`config.mk`:
```
export PLATFORM = sky130hd
export DESIGN_NAME = tia_queue
export DESIGN_NICKNAME = d
export VERILOG_FILES = /design/src/hw/rtl/tia_pkg.sv /design/src/hw/rtl/tia_queue.sv
export SDC_FILE = /design/constraint.sdc
export NUM_CORES = 1
export LEC_CHECK = 0
export BUFFER_PORTS_ARGS = -buffer_cell sky130_fd_sc_hd__buf_2
export CORE_MARGIN = 5
export CORE_UTILIZATION = 25
export DETAILED_ROUTE_END_ITERATION = 6
export HOLD_SLACK_MARGIN = 0.06
export PLACE_DENSITY = 0.46
export SYNTH_ARGS = -nofsm -noshare
export SYNTH_HDL_FRONTEND = slang
export SYNTH_SLANG_ARGS = --single-unit
```
`constraint.sdc`:
```
create_clock -name clk -period 2.75 [get_ports clk]
set_input_delay 0.275 -clock clk [delete_from_list [all_inputs] [get_ports clk]]
set_output_delay 0.275 -clock clk [all_outputs]
set_load 0.02 [all_outputs]
```
`src/hw/rtl/tia_pkg.sv`:
```
// tia_pkg: opcodes, type codes, queue entry type and helper functions
// for the typed integer alu; no dependencies
package tia_pkg;

    localparam int DataW = 64;
    localparam int TypeW = 3;
    localparam int OpW   = 4;
    localparam int QueueDepthDefault = 4;

    localparam logic [OpW-1:0] OP_ADD  = 4'd0;
    localparam logic [OpW-1:0] OP_SUB  = 4'd1;
    localparam logic [OpW-1:0] OP_MUL  = 4'd2;
    localparam logic [OpW-1:0] OP_DIV  = 4'd3;
    localparam logic [OpW-1:0] OP_MOD  = 4'd4;
    localparam logic [OpW-1:0] OP_AND  = 4'd5;
    localparam logic [OpW-1:0] OP_OR   = 4'd6;
    localparam logic [OpW-1:0] OP_XOR  = 4'd7;
    localparam logic [OpW-1:0] OP_SHL  = 4'd8;
    localparam logic [OpW-1:0] OP_SHR  = 4'd9;
    localparam logic [OpW-1:0] OP_MAX  = 4'd10;
    localparam logic [OpW-1:0] OP_MIN  = 4'd11;
    localparam logic [OpW-1:0] OP_NEG  = 4'd12;
    localparam logic [OpW-1:0] OP_ABS  = 4'd13;
    localparam logic [OpW-1:0] OP_SIGN = 4'd14;
    localparam logic [OpW-1:0] OP_CAST = 4'd15;

    localparam logic [TypeW-1:0] TYPE_INT64 = 3'd3;
    localparam logic [7:0] BYTE_MASK = 8'hFF;

    // classified request passed from front to back
    typedef struct packed {
        logic [OpW-1:0]   op;
        logic [DataW-1:0] a;
        logic [DataW-1:0] b;
        logic             a_neg;
        logic             b_neg;
        logic             both_uns;
        logic [TypeW-1:0] rtype;
    } tia_entry_t;

    function automatic logic [DataW-1:0] narrow(input logic [DataW-1:0] v,
                                                input logic [TypeW-1:0] t);
        logic [DataW-1:0] r;
        r = v;
        case (t[1:0])
            2'd0: r = t[2] ? {56'd0, v[7:0] & BYTE_MASK} : {{56{v[7]}}, v[7:0]};
            2'd1: r = t[2] ? {48'd0, v[15:0]} : {{48{v[15]}}, v[15:0]};
            2'd2: r = t[2] ? {32'd0, v[31:0]} : {{32{v[31]}}, v[31:0]};
            default: r = v;
        endcase
        return r;
    endfunction

    function automatic logic [TypeW-1:0] promote(input logic [TypeW-1:0] ta,
                                                 input logic [TypeW-1:0] tb);
        logic [1:0] w;
        logic [TypeW-1:0] r;
        w = (ta[1:0] >= tb[1:0]) ? ta[1:0] : tb[1:0];
        if (ta[2] == tb[2])
            r = {ta[2], w};
        else
            r = (w == 2'd3) ? TYPE_INT64 : {1'b0, w + 2'd1};
        return r;
    endfunction

endpackage

```
`src/hw/rtl/tia_queue.sv`:
```
// tia_queue: small fifo between front and back
// depends on tia_pkg
module tia_queue
    import tia_pkg::*;
#(
    parameter int Depth = QueueDepthDefault
)
(
    input  logic       clk,
    input  logic       rst_n,
    input  tia_entry_t wr_data,
    input  logic       wr_valid,
    output logic       wr_ready,
    output tia_entry_t rd_data,
    output logic       rd_valid,
    input  logic       rd_ready
);

    localparam int AW = (Depth > 1) ? $clog2(Depth) : 1;

    tia_entry_t mem [Depth];
    logic [AW-1:0] wp_reg, rp_reg;
    logic [AW:0]   cnt_reg;
    logic wr_en, rd_en;

    assign wr_ready = cnt_reg != (AW+1)'(Depth);
    assign rd_valid = cnt_reg != '0;
    assign wr_en    = wr_valid && wr_ready;
    assign rd_en    = rd_valid && rd_ready;
    assign rd_data  = mem[rp_reg];

    // pointers and fill count
    always_ff @(posedge clk or negedge rst_n)
    begin
        if (!rst_n)
        begin
            wp_reg  <= '0;
            rp_reg  <= '0;
            cnt_reg <= '0;
        end
        else
        begin
            if (wr_en)
                wp_reg <= (wp_reg == AW'(Depth-1)) ? '0 : wp_reg + 1'b1;
            if (rd_en)
                rp_reg <= (rp_reg == AW'(Depth-1)) ? '0 : rp_reg + 1'b1;
            cnt_reg <= cnt_reg + (AW+1)'(wr_en) - (AW+1)'(rd_en);
        end
    end

    always_ff @(posedge clk)
    begin
        if (wr_en)
            mem[wp_reg] <= wr_data;
    end

endmodule

```
==> reports/qor.csv <==
stage;metric;value;unit
critical_path;Critical Path End Type;output port;
grt;initial antenna violation count;6;
power;Leakage Power;9.08;nW
layout;most frequent cells in the layout;edfxtp_1 (552), buf_2 (281), dlygate4sd3_1 (139);
floorplan;total core area;0.0807;sq mm
layout;commonest non-fill, non-tap cell in the layout;edfxtp_1;
place;GPL Wtd Cong;0.660;
grt;largest net degree at the start of global routing;66;
route;Avg WL per Cell;19.6;um
sta;Final setup viols;0;
flow_run;max-cap viol count;0;
grt;GR Util All Layers;0.105;
synth;post-synthesis cell count;759;
min_path;HP Class;in2reg;
layout;share of post-route cells with drive strength above 1;0.429;
layout;Area growth, synth to finish;31.5;%
place;DP Worst Slack;0.336;ns
route;ANT nets after route;0;
sta;Relative slew margins;0.671;
critical_path;Setup Crit Path Kind;reg2out;
route;Via density;4.12;
route;DR pass1 iterations;6;
cts;CTS tree;done;
outcome;status;finished clean;
sta;post-route minimum period;2.49;ns
grt;global route total overflow;0;
grt;routing usage on met3;0.0337;
sta;Final Hold Viols;0;
cts;clock tree sinks;559;
synth;syn avg cell area;26.8;sq um
layout;max reg flops;552;
critical_path;CP max stage cell;mux4_2;
floorplan;die area;0.0872;sq mm
synth;Yosys cell types;20;
place;port buffer count;281;
sta;RSZ-0062 raised after global routing;no;
place;Placed Area;0.0233;sq mm
layout;fin area;0.0268;sq mm
layout;nets;1405;
sta;Final Max Slew Viols;0;
floorplan;I/O pins;282;
synth;cell area after synthesis;0.0204;sq mm
sta;Final WS setup;0.261;ns
grt;number of global-route vias before repair;10800;
floorplan;std cell rows;104;
floorplan;initial core utilization;0.252;
grt;first-pass GRT wire length;68.2;mm
sta;Worst-Margin Slew;0.493;ns
critical_path;Critical Path RT;2.48;ns
sta;WHS;0.138;ns
route;initial drt markers;406;
critical_path;Max stage delay on crit path;0.57;ns
layout;Core Util, Final;0.332;
sta;fin crit share;0.905;
cts;CTS Buffer Depth;3;
critical_path;CP most frequent cell;buf_12;
synth;sequential share of the synthesized area;0.823;
layout;area of the multi-input gates;0.00337;sq mm
cts;Clk Latency, worst-skew pair;0.58;ns
grt;GRT Max-Usage Layer;met2;
power;maximum VDD drop;0.693;mV
grt;met2 Use GR;0.173;
critical_path;crit path launch type;flip-flop;
cts;CTS root buffer;clkbuf_16;
critical_path;crit-path cells;buf_12, buf_12, mux4_2, buf_2;
synth;#FFs+latches synth;559;
grt;grt met1 use;0.130;
route;DRC viols;0;
sta;Final Skew;0.0194;ns
critical_path;Max FO, Critical Path;27;
synth;yosys warns;0;
floorplan;chip height;295;um
floorplan;chip width;295;um
power;P per Cell Area;1090;mW/mm^2
synth;syn_nets;909;
sta;f_max;402;MHz
layout;FF/Latch Area;0.0168;sq mm
cts;CTS buffer count;66;
layout;fill cell count;7689;
cts;clk slew on worst S/H paths;0.05;ns
route;routed via count;9747;
critical_path;WP data arrival;2.21;ns
cts;total number of H-tree levels;3;
route;Total Wirelength;46.3;mm
place;post-DP HPWL;28.8;mm
## worst max-delay path, delay by kind of cell (launching register included)
| kind | cells | cell delay [ns] |
|---|---|---|
| buffers and inverters | 3 | 0.57 |
| DFF | 1 | 0.47 |
| muxes | 1 | 0.57 |
## worst paths after layout
check | start | to | slack, ns | cells after the start
setup / recovery | rp_reg[0] | rd_data[131] | 0.26 | 4
hold / removal | rd_ready | rp_reg[0] | 0.14 | 3
setup reg to reg | cnt_reg[1] | cnt_reg[2] | 0.35 | 10
hold reg to reg | cnt_reg[2] | cnt_reg[2] | 0.49 | 1
max in group asynchronous | rst_n | rp_reg[1] | 2.42 | 2
min in group asynchronous | rst_n | cnt_reg[2] | 0.15 | 2
## synth_stat cells
master / n / area, sq um
edfxtp_1: 552 / 16600
mux4_2: 138 / 3110
buf_2: 14 / 70.1
buf_6: 11 / 124
dfrtp_1: 7 / 175
ha_1: 7 / 87.6
inv_1: 7 / 26.3
and3_2: 4 / 30.0
buf_4: 3 / 22.5
buf_1: 2 / 7.51
mux2_2: 2 / 22.5
mux2_4: 2 / 30.0
nor2_1: 2 / 7.51
xnor2_1: 2 / 17.5
and2_4: 1 / 8.76
clkbuf_1: 1 / 3.75
fa_1: 1 / 20.0
nand2_1: 1 / 3.75
or3_2: 1 / 7.51
or3b_4: 1 / 11.3
## through the flow
step           instances  setup TNS, ns  total power, W
6_report            2364              0          0.0292
5_1_grt             2362              0          0.0307
4_1_cts             2361              0          0.0300
3_5_place_dp        2104              0          0.0214
3_3_place_gp        2104              0          0.0213
2_1_floorplan        759         -53.63          0.0179
## layout make-up
class / instances / share of cell area
antenna: 3 / 0.000280
clock buffer: 79 / 0.0659
clock inverter: 35 / 0.00916
inverter: 7 / 0.000982
multi-input combinational: 162 / 0.126
sequential: 559 / 0.626
tap: 1060 / 0.0495
timing repair buffer: 459 / 0.122
## cells by family (layout without fill, tap and decap cells)
logic type,after synthesis,after routing,synth area share
muxes,142,142,0.155
xor gates and xnor gates,2,2,0.000861
other,0,3,0
and+or+nand+nor,10,10,0.00338
adders and majority gates,8,8,0.00528
DFF,559,559,0.823
buffers and inverters,38,580,0.0125
## where the power goes
part	switching (W)	total (W)	internal [W]	leakage, nW
sequential	0.000342	0.0116	0.0112	5.14
clock	0.00326	0.00810	0.00483	0.984
combinational	0.00562	0.00948	0.00385	2.96
total	0.00923	0.0292	0.0199	9.08
## timing repair
item,CTS,global route
hold buffers,139,0
hold endpoints to repair,559,0
setup endpoints to repair,42,0
gates resized for setup,1,0
buffers inserted,4,0
## layer usage
metal / vias up / routed length, um / part of all wire
met3: 83 / 3090 / 0.067
met5: - / 27 / 0.00058
li1: 4299 / - / -
met4: 4 / 1320 / 0.028
met2: 249 / 22600 / 0.49
met1: 5112 / 19300 / 0.42
(Power assumes the default switching activity.)
